## config.mk

```make
export PLATFORM = sky130hd
export DESIGN_NAME = waveform_peak_rms_decimator_core
export DESIGN_NICKNAME = d
export VERILOG_FILES = /design/src/rtl/wprd_pkg.sv /design/src/rtl/waveform_peak_rms_decimator_core.sv /design/src/rtl/wprd_front.sv /design/src/rtl/wprd_back.sv
export SDC_FILE = /design/constraint.sdc
export NUM_CORES = 2
export LEC_CHECK = 0
export BUFFER_PORTS_ARGS = -buffer_cell sky130_fd_sc_hd__buf_2
export CAP_MARGIN = 20
export CORE_UTILIZATION = 48
export DETAILED_ROUTE_END_ITERATION = 8
export HOLD_SLACK_MARGIN = 0.05
export MAX_ROUTING_LAYER = met4
export SETUP_SLACK_MARGIN = 0.05
export SYNTH_ARGS = -nofsm -noshare
export SYNTH_HDL_FRONTEND = slang
export SYNTH_SLANG_ARGS = --single-unit
```

## constraint.sdc

```tcl
create_clock -name i_clk -period 45.4 [get_ports i_clk]
set_input_delay 2.27 -clock i_clk [delete_from_list [all_inputs] [get_ports i_clk]]
set_output_delay 2.27 -clock i_clk [all_outputs]
set_load 0.005 [all_outputs]
```

## src/rtl/wprd_pkg.sv

```systemverilog
// Shared types and constants for the waveform peak/RMS decimator.
// No dependencies; used by every module under rtl.
package wprd_pkg;
    localparam int unsigned CFG_IDX_W = 2;
    localparam logic [CFG_IDX_W-1:0] CFG_SAMPLE_COUNT = 2'd0;
    localparam logic [CFG_IDX_W-1:0] CFG_PIXEL_COUNT  = 2'd1;
    localparam logic [CFG_IDX_W-1:0] CFG_SAMPLES_PER_PIXEL = 2'd2;
    localparam int unsigned CFG_DATA_W = 24;
    localparam int unsigned IDX_W = 13;
    localparam int unsigned SUM_W = 54;
    localparam int unsigned RMS_W = 16;

    // One closed bin handed from the front to the divide/root back end.
    typedef struct packed {
        logic [IDX_W-1:0] bin;
        logic [15:0]      mn;
        logic [15:0]      mx;
        logic [SUM_W-1:0] sum;
        logic [23:0]      cnt;
        logic             last;
    } t_bin;
endpackage

```

## src/rtl/waveform_peak_rms_decimator_core.sv

```systemverilog
// Top level of the waveform peak/RMS decimator: config registers, front, back.
// Depends on wprd_pkg, wprd_front and wprd_back.
//
//  channel  | handshake          | word
//  ---------+--------------------+------------------------------------------
//  sample   | i_valid / o_ready  | i_sample_value
//  result   | o_valid / i_ready  | pixel_index, peak_low, peak_high, rms, last
//  config   | i_cfg_we           | i_cfg_index, i_cfg_data
//
// A closed bin occupies the back end while it is taken, through 54 divide steps
// and 27 root steps, until its word is presented, so samples stall while a closed
// bin waits for the back end to take it. After a change of sample or pixel count
// the start-step divider holds off samples until its division is done. Reset is
// synchronous and active low. Either side may stall at any time; words are held
// until taken.
module waveform_peak_rms_decimator_core (
    input  logic        i_clk,
    input  logic        i_rst_n,
    input  logic        i_cfg_we,
    input  logic [1:0]  i_cfg_index,
    input  logic [23:0] i_cfg_data,
    input  logic        i_valid,
    output logic        o_ready,
    input  logic [15:0] i_sample_value,
    output logic        o_valid,
    input  logic        i_ready,
    output logic [12:0] o_pixel_index,
    output logic [15:0] o_peak_low,
    output logic [15:0] o_peak_high,
    output logic [15:0] o_rms_level,
    output logic        o_run_last
);
    logic [23:0] r_n, r_s;
    logic [13:0] r_w;

    // Configuration registers; unknown indexes are ignored.
    always_ff @(posedge i_clk) begin
        if (!i_rst_n) begin
            r_n <= 24'd2; r_w <= 14'd2; r_s <= 24'd1;
        end else if (i_cfg_we) begin
            case (i_cfg_index)
                wprd_pkg::CFG_SAMPLE_COUNT:      r_n <= i_cfg_data;
                wprd_pkg::CFG_PIXEL_COUNT:       r_w <= i_cfg_data[13:0];
                wprd_pkg::CFG_SAMPLES_PER_PIXEL: r_s <= i_cfg_data;
                default: ;
            endcase
        end
    end

    logic           bvalid, bready;
    wprd_pkg::t_bin bin;

    wprd_front u_front (
        .i_clk, .i_rst_n, .i_n(r_n), .i_w(r_w), .i_s(r_s),
        .i_valid, .o_ready, .i_sample(i_sample_value),
        .o_bvalid(bvalid), .o_bin(bin), .i_bready(bready)
    );

    wprd_back u_back (
        .i_clk, .i_rst_n, .i_bvalid(bvalid), .o_bready(bready), .i_bin(bin),
        .o_valid, .i_ready, .o_pixel_index, .o_peak_low, .o_peak_high,
        .o_rms_level, .o_run_last
    );
endmodule

```

## src/rtl/wprd_front.sv

```systemverilog
// Front end: bin scheduling and two accumulator lanes; emits closed bins.
// Depends on wprd_pkg.
module wprd_front (
    input  logic                 i_clk,
    input  logic                 i_rst_n,
    input  logic [23:0]          i_n,
    input  logic [13:0]          i_w,
    input  logic [23:0]          i_s,
    input  logic                 i_valid,
    output logic                 o_ready,
    input  logic [15:0]          i_sample,
    output logic                 o_bvalid,
    output wprd_pkg::t_bin       o_bin,
    input  logic                 i_bready
);
    // Start step q,rm = (N-1)/(W-1): computed by a serial divider after reset and whenever N or W changes.
    logic [23:0] r_q;
    logic [12:0] r_rm;
    logic [23:0] r_dq, r_dr;
    logic [4:0]  r_dstep;
    logic        r_dbusy;
    logic [23:0] r_pn;
    logic [13:0] r_pw;
    logic [23:0] n_eff;
    logic [13:0] w_eff, span;
    logic [24:0] trial;
    always_comb begin
        n_eff = (i_n < 24'd2) ? 24'd2 : i_n;
        w_eff = (i_w < 14'd2) ? 14'd2 : ((i_w > 14'd8192) ? 14'd8192 : i_w);
        span  = w_eff - 14'd1;
        trial = {r_dr, r_dq[23]} - {11'd0, span};
    end
    always_ff @(posedge i_clk) begin
        if (!i_rst_n) begin
            r_dbusy <= 1'b0; r_pn <= '1; r_pw <= '1; r_dstep <= '0;
        end else if (!r_dbusy && (r_pn != n_eff || r_pw != w_eff)) begin
            r_pn <= n_eff; r_pw <= w_eff; r_dbusy <= 1'b1;
            r_dq <= n_eff - 24'd1; r_dr <= '0; r_dstep <= '0;
        end else if (r_dbusy) begin
            if (!trial[24]) begin
                r_dr <= trial[23:0]; r_dq <= {r_dq[22:0], 1'b1};
            end else begin
                r_dr <= {r_dr[22:0], r_dq[23]}; r_dq <= {r_dq[22:0], 1'b0};
            end
            r_dstep <= r_dstep + 5'd1;
            if (r_dstep == 5'd23) begin
                r_dbusy <= 1'b0;
                r_q <= trial[24] ? {r_dq[22:0], 1'b0} : {r_dq[22:0], 1'b1};
                r_rm <= trial[24] ? {r_dr[11:0], r_dq[23]} : trial[12:0];
            end
        end
    end

    logic [23:0] r_p, r_start;
    logic [13:0] r_next;
    logic [12:0] r_rem;
    logic [1:0]  r_act;
    logic [12:0] r_lbin [2];
    logic signed [15:0] r_lmn [2], r_lmx [2];
    logic [53:0] r_lsum [2];
    logic [23:0] r_lcnt [2];
    logic        r_pend;
    wprd_pkg::t_bin r_b2;

    logic [23:0] s_eff;
    logic        fend, open_b, take;
    logic [13:0] rsum;
    logic signed [15:0] x;
    logic [31:0] sq;
    logic [1:0]  opn, cl;
    logic [12:0] nb [2];
    logic signed [15:0] nmn [2], nmx [2];
    logic [53:0] nsum [2];
    logic [23:0] ncnt [2];
    wprd_pkg::t_bin bo [2];
    logic [23:0] n_p, n_start;
    logic [13:0] n_next;
    logic [12:0] n_rem;
    logic [1:0]  n_act;
    logic        n_bvalid, n_pend;
    wprd_pkg::t_bin n_bin, n_b2, b_lo, b_hi;
    always_comb begin
        s_eff = (i_s == 24'd0) ? 24'd1 : i_s;
        fend  = r_p >= n_eff - 24'd1;
        open_b = (r_next < w_eff) && (r_start <= r_p);
        x  = signed'(i_sample);
        sq = 32'(x) * 32'(x);
        opn = 2'b00;
        if (open_b) begin
            if (!r_act[0]) opn = 2'b01;
            else if (!r_act[1]) opn = 2'b10;
        end
        rsum = {1'b0, r_rem} + {1'b0, r_rm};
        for (int k = 0; k < 2; k++) begin
            nb[k] = opn[k] ? r_next[12:0] : r_lbin[k];
            if (opn[k]) begin
                nmn[k] = x; nmx[k] = x; nsum[k] = 54'(sq); ncnt[k] = 24'd1;
            end else begin
                nmn[k] = (x < r_lmn[k]) ? x : r_lmn[k];
                nmx[k] = (x > r_lmx[k]) ? x : r_lmx[k];
                nsum[k] = r_lsum[k] + 54'(sq);
                ncnt[k] = r_lcnt[k] + 24'd1;
            end
            cl[k] = (r_act[k] | opn[k]) && (ncnt[k] >= s_eff || fend);
            bo[k] = '{bin: nb[k], mn: nmn[k], mx: nmx[k], sum: nsum[k],
                      cnt: ncnt[k], last: 1'b1};
        end
        o_ready = !r_dbusy && !r_pend && (!o_bvalid || i_bready)
                  && r_pn == n_eff && r_pw == w_eff;
        take = i_valid && o_ready;

        // Frame position and the start of the next bin.
        n_p = r_p; n_start = r_start; n_next = r_next; n_rem = r_rem; n_act = r_act;
        if (take) begin
            if (open_b) begin
                n_next = r_next + 14'd1;
                if (rsum >= span) begin
                    n_rem = 13'(rsum - span);
                    n_start = r_start + r_q + 24'd1;
                end else begin
                    n_rem = rsum[12:0];
                    n_start = r_start + r_q;
                end
            end
            n_act = (r_act | opn) & ~cl;
            if (fend) begin
                n_p = '0; n_start = '0; n_next = '0; n_rem = '0; n_act = '0;
            end else begin
                n_p = r_p + 24'd1;
            end
        end

        // Two bins closing together leave in ascending pixel order.
        if (nb[1] < nb[0]) begin
            b_lo = bo[1]; b_hi = bo[0];
        end else begin
            b_lo = bo[0]; b_hi = bo[1];
        end
        n_bvalid = o_bvalid; n_bin = o_bin; n_pend = r_pend; n_b2 = r_b2;
        if (o_bvalid && i_bready) begin
            n_bvalid = r_pend; n_bin = r_b2; n_pend = 1'b0;
        end
        if (take) begin
            if (cl == 2'b11) begin
                n_bvalid = 1'b1; n_bin = b_lo; n_bin.last = 1'b0;
                n_b2 = b_hi; n_pend = 1'b1;
            end else if (cl[0]) begin
                n_bvalid = 1'b1; n_bin = bo[0];
            end else if (cl[1]) begin
                n_bvalid = 1'b1; n_bin = bo[1];
            end
        end
    end
    always_ff @(posedge i_clk) begin
        if (!i_rst_n) begin
            r_p <= '0; r_start <= '0; r_next <= '0; r_rem <= '0; r_act <= '0;
            o_bvalid <= 1'b0; r_pend <= 1'b0;
        end else begin
            r_p <= n_p; r_start <= n_start; r_next <= n_next; r_rem <= n_rem;
            r_act <= n_act;
            o_bvalid <= n_bvalid; r_pend <= n_pend;
            o_bin <= n_bin; r_b2 <= n_b2;
            if (take) begin
                for (int k = 0; k < 2; k++) begin
                    r_lbin[k] <= nb[k]; r_lmn[k] <= nmn[k]; r_lmx[k] <= nmx[k];
                    r_lsum[k] <= nsum[k]; r_lcnt[k] <= ncnt[k];
                end
            end
        end
    end

    a_pend_needs_valid: assert property (@(posedge i_clk) disable iff (!i_rst_n)
        r_pend |-> o_bvalid) else $error("second bin queued without first");
    a_no_take_pend: assert property (@(posedge i_clk) disable iff (!i_rst_n)
        r_pend |-> !o_ready) else $error("front accepted with queue full");
    a_div_blocks: assert property (@(posedge i_clk) disable iff (!i_rst_n)
        r_dbusy |-> !o_ready) else $error("accepted during step division");
endmodule

```

## src/rtl/wprd_back.sv

```systemverilog
// Back end: divides the square sum by the count and takes the integer root.
// Depends on wprd_pkg.
module wprd_back (
    input  logic                 i_clk,
    input  logic                 i_rst_n,
    input  logic                 i_bvalid,
    output logic                 o_bready,
    input  wprd_pkg::t_bin       i_bin,
    output logic                 o_valid,
    input  logic                 i_ready,
    output logic [12:0]          o_pixel_index,
    output logic [15:0]          o_peak_low,
    output logic [15:0]          o_peak_high,
    output logic [15:0]          o_rms_level,
    output logic                 o_run_last
);
    typedef enum logic [1:0] {ST_IDLE, ST_DIV, ST_SQRT, ST_OUT} t_st;
    t_st r_st;
    logic [53:0] r_q, r_rem, r_v;
    logic [23:0] r_d;
    logic [5:0]  r_i;
    logic [16:0] r_res;
    logic [34:0] r_sr;
    wprd_pkg::t_bin r_b;
    logic [54:0] dt;
    logic [34:0] st;
    logic [17:0] cand;
    always_comb begin
        dt = {r_rem, r_q[53]} - {31'd0, r_d};
        cand = {r_res[15:0], 2'b01};
        st = {r_sr[32:0], r_v[53:52]} - {17'd0, cand};
        o_bready = (r_st == ST_IDLE);
    end
    always_ff @(posedge i_clk) begin
        if (!i_rst_n) begin
            r_st <= ST_IDLE; o_valid <= 1'b0;
        end else begin
            if (o_valid && i_ready && r_st != ST_OUT) o_valid <= 1'b0;
            unique case (r_st)
                ST_IDLE: if (i_bvalid) begin
                    r_b <= i_bin; r_q <= i_bin.sum; r_rem <= '0;
                    r_d <= i_bin.cnt; r_i <= '0; r_st <= ST_DIV;
                end
                ST_DIV: begin
                    if (!dt[54]) begin
                        r_rem <= dt[53:0]; r_q <= {r_q[52:0], 1'b1};
                    end else begin
                        r_rem <= {r_rem[52:0], r_q[53]}; r_q <= {r_q[52:0], 1'b0};
                    end
                    r_i <= r_i + 6'd1;
                    if (r_i == 6'd53) begin
                        r_st <= ST_SQRT; r_i <= '0; r_res <= '0; r_sr <= '0;
                        r_v <= dt[54] ? {r_q[52:0], 1'b0} : {r_q[52:0], 1'b1};
                    end
                end
                ST_SQRT: begin
                    if (!st[34]) begin
                        r_sr <= st; r_res <= {r_res[15:0], 1'b1};
                    end else begin
                        r_sr <= {r_sr[32:0], r_v[53:52]}; r_res <= {r_res[15:0], 1'b0};
                    end
                    r_v <= {r_v[51:0], 2'b00};
                    r_i <= r_i + 6'd1;
                    if (r_i == 6'd26) r_st <= ST_OUT;
                end
                ST_OUT: if (!o_valid || i_ready) begin
                    o_valid <= 1'b1; o_pixel_index <= r_b.bin;
                    o_peak_low <= r_b.mn; o_peak_high <= r_b.mx;
                    o_rms_level <= r_res[15:0]; o_run_last <= r_b.last;
                    r_st <= ST_IDLE;
                end
                default: r_st <= ST_IDLE;
            endcase
        end
    end

    a_hold: assert property (@(posedge i_clk) disable iff (!i_rst_n)
        (o_valid && !i_ready) |=> o_valid) else $error("result dropped");
    a_idle_take: assert property (@(posedge i_clk) disable iff (!i_rst_n)
        (r_st == ST_DIV) |-> !o_bready) else $error("took bin while busy");
    a_sqrt_len: assert property (@(posedge i_clk) disable iff (!i_rst_n)
        (r_st == ST_SQRT) |-> r_i <= 6'd26) else $error("root overran");
endmodule
```

# Word-level counts from Yosys, hierarchy flattened
# Memory sizes are Yosys's and may differ from the RTL's.
# Index checks and enable logic that the tools add are counted.
totals:
  ff_bits: 870
  input_bits: 47
  output_inout_bits: 64
  n_memories: 5
  ram_bits: 246
  word_cells: 236
classes:
  add_sub_neg: 17
  reduce_logical: 43
  bitwise_logic: 7
  eq_ne: 18
  n_mul: 1
  n_mux: 83
  order_cmp: 14
memory_table:
  columns: ["memory", "words", "width", "read_ports", "rd_clocked_by_memory_dff", "wr", "line", "source"]
  rows:
  - ["u_front.r_lsum", 2, 54, 2, 0, 2, "wprd_front.sv:60", "logic [53:0] r_lsum [2];"]
  - ["u_front.r_lcnt", 2, 24, 2, 0, 2, "wprd_front.sv:61", "logic [23:0] r_lcnt [2];"]
  - ["u_front.r_lmn", 2, 16, 2, 0, 2, "wprd_front.sv:59", "logic signed [15:0] r_lmn [2], r_lmx [2];"]
  - ["u_front.r_lmx", 2, 16, 2, 0, 2, "wprd_front.sv:59", null]
  - ["u_front.r_lbin", 2, 13, 2, 0, 2, "wprd_front.sv:58", "logic [12:0] r_lbin [2];"]
op_table:
  columns: ["cell", "n"]
  rows:
  - ["124-bit two-way mux", 7]
  - ["54-bit two-way mux", 6]
  - ["54-bit case mux with 2 select lines", 3]
  - ["24-bit two-way mux", 12]
  - ["16-bit two-way mux", 9]
  - ["54-bit by 32-bit adder with 54-bit output", 2]
  - ["24-bit by 1-bit adder with 24-bit output (second input constant)", 4]
  - ["13-bit two-way mux", 6]
  - ["24-bit greater-or-equal comparator", 3]
  - ["33-bit two-way mux", 2]
  - ["33-bit case mux with 2 select lines", 1]
  - ["14-bit two-way mux", 4]
  - ["55-bit by 24-bit subtractor with 55-bit output", 1]
  - ["35-bit by 18-bit subtractor with 35-bit output", 1]
  - ["16-bit > comparator", 2]
  - ["16-bit < comparator", 2]
  - ["16-bit by 16-bit multiplier with 32-bit output", 1]
  - ["16-bit case mux with 2 select lines", 1]
  - ["25-bit by 14-bit subtractor with 25-bit output", 1]
  - ["24-bit adder", 1]
  - ["24-bit equality test", 1]
  - ["24-bit less-or-equal comparator", 1]
  - ["24-bit zero test", 1]
  - ["24-bit by 2-bit < comparator with 1-bit output (second input constant)", 1]
  - ["42 further kinds", 110]

# Longest topological paths before layout
logic_depth:
  depth_word: 14
  mapped_depth: 38

# Hierarchy
# From an unflattened synthesis, not the netlist that was laid out.
unflattened:
  hier_cells: 6927
  hier_area_um2: 72543.3
modules_own_cells:
  columns: ["mod", "seq_area_each_um2", "area_each_um2", "cells_each", "n_inst"]
  rows:
  - ["wprd_front", 19819.0, 53274.8, 5420, 1]
  - ["wprd_back", 10540.1, 16901.2, 1274, 1]
  - ["waveform_peak_rms_decimator_core", 1241.2, 2367.3, 233, 1]

# Least setup slack after synthesis
# Ideal clock, no wire load.
synth_path:
  path_kind: "flip-flop to flip-flop"
  start: "register r_w[7]"
  end: "register u_front.r_b2[100] (netlist bit), enable pin"
  setup_slack_ns: 26.615
  synth_period_minus_slack_ns: 18.785
  arrival_time_ns: 17.878
  n_path_buf: 5
  stages_incl_launch_ff: 26
  cell_sequence: "dfxtp_1 buf_6 or4_4 or3_1 buf_6 o31ai_4 nand2_1 ha_1 and2_0 a221o_1 a221oi_1 o21ai_0 a211oi_1 nor3b_1 clkbuf_1 clkbuf_1 nor2_1 ha_1 and4_1 o2111ai_1 o211ai_1 a21oi_1 or2_2 a31o_2 clkbuf_1 nor4_1"
synth_lines:
  columns: ["element", "line", "source"]
  rows:
  - ["from (decl)", "waveform_peak_rms_decimator_core.sv:34", "logic [13:0] r_w;"]
  - ["from (signal assigned)", "waveform_peak_rms_decimator_core.sv:43", "wprd_pkg::CFG_PIXEL_COUNT: r_w <= i_cfg_data[13:0];"]
  - ["to (signal assigned)", "wprd_front.sv:162", "o_bin <= n_bin; r_b2 <= n_b2;"]
  - ["to (decl)", "wprd_front.sv:63", "wprd_pkg::t_bin r_b2;"]

==> impl_metrics.env <==
export IMPL_ys_flop_type="edfxtp_1"
export IMPL_grt_pass1_wl_um=296000
export IMPL_multi_input_comb_area_mm2=0.03641
export IMPL_first_pass_iters=8
export IMPL_clk_latency_ns=0.75
export IMPL_cpLargestDelayFamily="adder cells"
export IMPL_ys_async_sr_fraction=0
export IMPL_antenna_left=0
export IMPL_synth_mux_area_frac=0.03878
export IMPL_yosys_area_share_simple=0.1466
export IMPL_max_freq_mhz=89.19
export IMPL_htreeDepth=3
export IMPL_yosysWarnings=0
export IMPL_clock_root_buffer="clkbuf_16"
export IMPL_finalMaxSlewViolations=0
export IMPL_layout_common_cells="964 x nand2_1, 927 x edfxtp_1, 639 x inv_1"
export IMPL_drc=0
export IMPL_port_buffers=110
export IMPL_hold_viol=0
export IMPL_cap_violations=0
export IMPL_slew_headroom=0.2244
export IMPL_critPathBufInv=9
export IMPL_setup_tns_ns=0
export IMPL_outcome="completed"
export IMPL_nFillCells=13170
export IMPL_synthesis_area_per_instance_um2=10.05
export IMPL_gp_congestion=0.9221
export IMPL_die_w_um=387.5
export IMPL_routed_via_density=5.688
export IMPL_num_rows=141
export IMPL_grt_usage=0.2574
export IMPL_die_h_um=387.5
export IMPL_wl_per_cell_um=20.71
export IMPL_rsz0062_at_grt="no"
export IMPL_setup_viol=0
export IMPL_fin_nets=7866
export IMPL_register_area_mm2=0.03160
export IMPL_clock_sinks=1115
export IMPL_core_area_mm2=0.1477
export IMPL_cts_resized=0
export IMPL_min_path_type="register to register"
export IMPL_overflow=0
export IMPL_final_common_cell="nand2_1"
export IMPL_synth_edf_count=927
export IMPL_drive_gt1_frac=0.08453
export IMPL_synthAdderAreaFrac=0.1481
export IMPL_ys_seq_elements=1115
export IMPL_cts_tree="done"
export IMPL_worstPathArrival_ns=11.69
export IMPL_critPathRequiredTime_ns=45.88
export IMPL_max_stage_delay_ns=0.70
export IMPL_synth_top_family_by_area="adder cells"
export IMPL_critPathSlowestCell="fa_1"
export IMPL_crit_top_cell="inv_1"
export IMPL_cts_inserted_buffers=121
export IMPL_drt_wl_total_um=189800
export IMPL_hpwlAfterDp_um=133500
export IMPL_start_util=0.4831
export IMPL_synthCells=7102
export IMPL_synth_xor_area_frac=0.04935
export IMPL_ios=111
export IMPL_syn_area_mm2=0.07134
export IMPL_fin_crit_sh=0.2469
export IMPL_critPathMaxFanout=24
export IMPL_cts_buffer_depth=3
export IMPL_cts_setup_buffers=0
export IMPL_cts_reportedPaths_clkPinSlew_ns=0.07
export IMPL_worst_setup_path_start_kind="primary input"
export IMPL_path_class="primary input to register"
export IMPL_period_needed_ns=11.21
export IMPL_drtIter0Drc=4462
export IMPL_skew_ns=0.03749
export IMPL_crit_path_end_kind="register"
export IMPL_antenna_found_initial=8
export IMPL_synth_cell_type_count=94
export IMPL_hold_buffers=0
export IMPL_tightest_slew_ns=1.156
export IMPL_die_area_mm2=0.1502
export IMPL_ys_seq_area_frac=0.4429
export IMPL_num_vias=52120
export IMPL_grt_max_degree=166
export IMPL_first_global_vias=51090
export IMPL_syn_to_final_growth_pct=9.441
export IMPL_synth_compound_area_share=0.1244
[cell usage after synthesis (all sizes together), types with 54 or more instances]
cell | count | share of area
a21o | 152 | 0.016
a21oi | 574 | 0.040
and2 | 138 | 0.012
clkbuf | 235 | 0.012
dfxtp | 188 | 0.053
edfxtp | 927 | 0.39
fa | 244 | 0.068
ha | 454 | 0.080
inv | 641 | 0.034
mux2 | 163 | 0.026
mux2i | 93 | 0.013
nand2 | 966 | 0.051
nand2b | 54 | 0.0048
nand3 | 115 | 0.0081
nand4 | 80 | 0.0072
nor2 | 503 | 0.027
nor2b | 57 | 0.0050
nor3 | 105 | 0.0076
o21a | 54 | 0.0057
o21ai | 295 | 0.021
xnor2 | 244 | 0.030
xor2 | 158 | 0.019
[registers in the layout (all words and copies together), names as in the netlist, 24 cells and up]
| signal | count |
|---|---|
| u_front.r_pn | 24 |
| u_front.r_lbin | 26 |
| u_back.r_q | 54 |
| u_front.r_dq | 24 |
| u_back.r_rem | 54 |
| u_front.r_lsum | 108 |
| u_front.r_lcnt | 48 |
| u_front.r_start | 24 |
| u_front.r_p | 24 |
| r_n | 24 |
| u_back.r_d | 24 |
| u_front.o_bin | 124 |
| u_front.r_b2 | 123 |
| u_front.r_dr | 24 |
| u_back.r_b | 46 |
| u_front.r_lmx | 32 |
| u_back.r_sr | 33 |
| u_back.r_v | 54 |
| u_front.r_q | 24 |
| u_front.r_lmn | 32 |
| r_s | 24 |
[layer usage]
metal	vias up	track usage	routed length (µm)
met3	253	0.03180	12300
met4	0	0.06198	3982
met1	25420	0.3630	88560
met2	1501	0.3948	84910
met5	-	-	0
li1	24950	-	-
[path summary, 6_finish.rpt]
kind              depth (start not counted)  slack (ns)          startpoint                     to
setup / recovery                         33       34.19  i_sample_value[15]      u_front.o_bin[65]
hold / removal                            0        0.41      u_back.r_b[85]  u_back.o_peak_high[6]
setup reg to reg                         28       34.84              r_w[7]      u_front.o_bin[43]
hold reg to reg                           0        0.41      u_back.r_b[85]  u_back.o_peak_high[6]
[stage by stage]
| stage | utilization | hold WS (ns) | instance area, µm² | setup slack [ns] | instances |
|---|---|---|---|---|---|
| floorplan | - | 0.4003 | 71350 | 26.62 | 7103 |
| global placement | 0.5008 | 0.4022 | 73940 | 33.66 | 8927 |
| detailed placement | 0.5009 | 0.4045 | 73960 | 33.51 | 8928 |
| CTS | 0.5287 | 0.4056 | 78060 | 34.29 | 9158 |
| global route | 0.5287 | 0.4211 | 78070 | 33.65 | 9161 |
| finish | 0.5288 | 0.4114 | 78080 | 34.19 | 9163 |
[kinds of logic (layout without fill, tap and decap cells)]
family | count (synthesis) | after routing
adder cells (fa/ha/maj) | 698 | 698
buffers and inverters | 928 | 1053
AO/OA/AOI/OAI | 1444 | 1444
flip-flops | 1115 | 1115
multiplexers | 256 | 256
XOR/XNOR | 402 | 402
AND/OR/NAND/NOR | 2258 | 2258
other | 1 | 7
[worst reg2reg max path, delay by kind of cell (launching register included)]
kind / cells / cell delay (ns)
adders and majority gates: 2 / 0.58
AOI/OAI and AO/OA: 16 / 5.47
and+or+nand+nor: 7 / 2.04
DFF: 1 / 0.42
buffers and inverters: 3 / 1.91
[layout make-up]
type	instances	area share
diodes	5	0.0001603
clock buffers	170	0.04453
multi-input cells	5060	0.4663
repair buffers	178	0.01428
well taps	1930	0.03093
flip-flops and latches	1115	0.4047
inverters	645	0.03102
clock inverters	60	0.008045
Power is left out: the tool's default activity adds up to more than one toggle a clock period on the data nets, which glitch-free logic cannot reach.
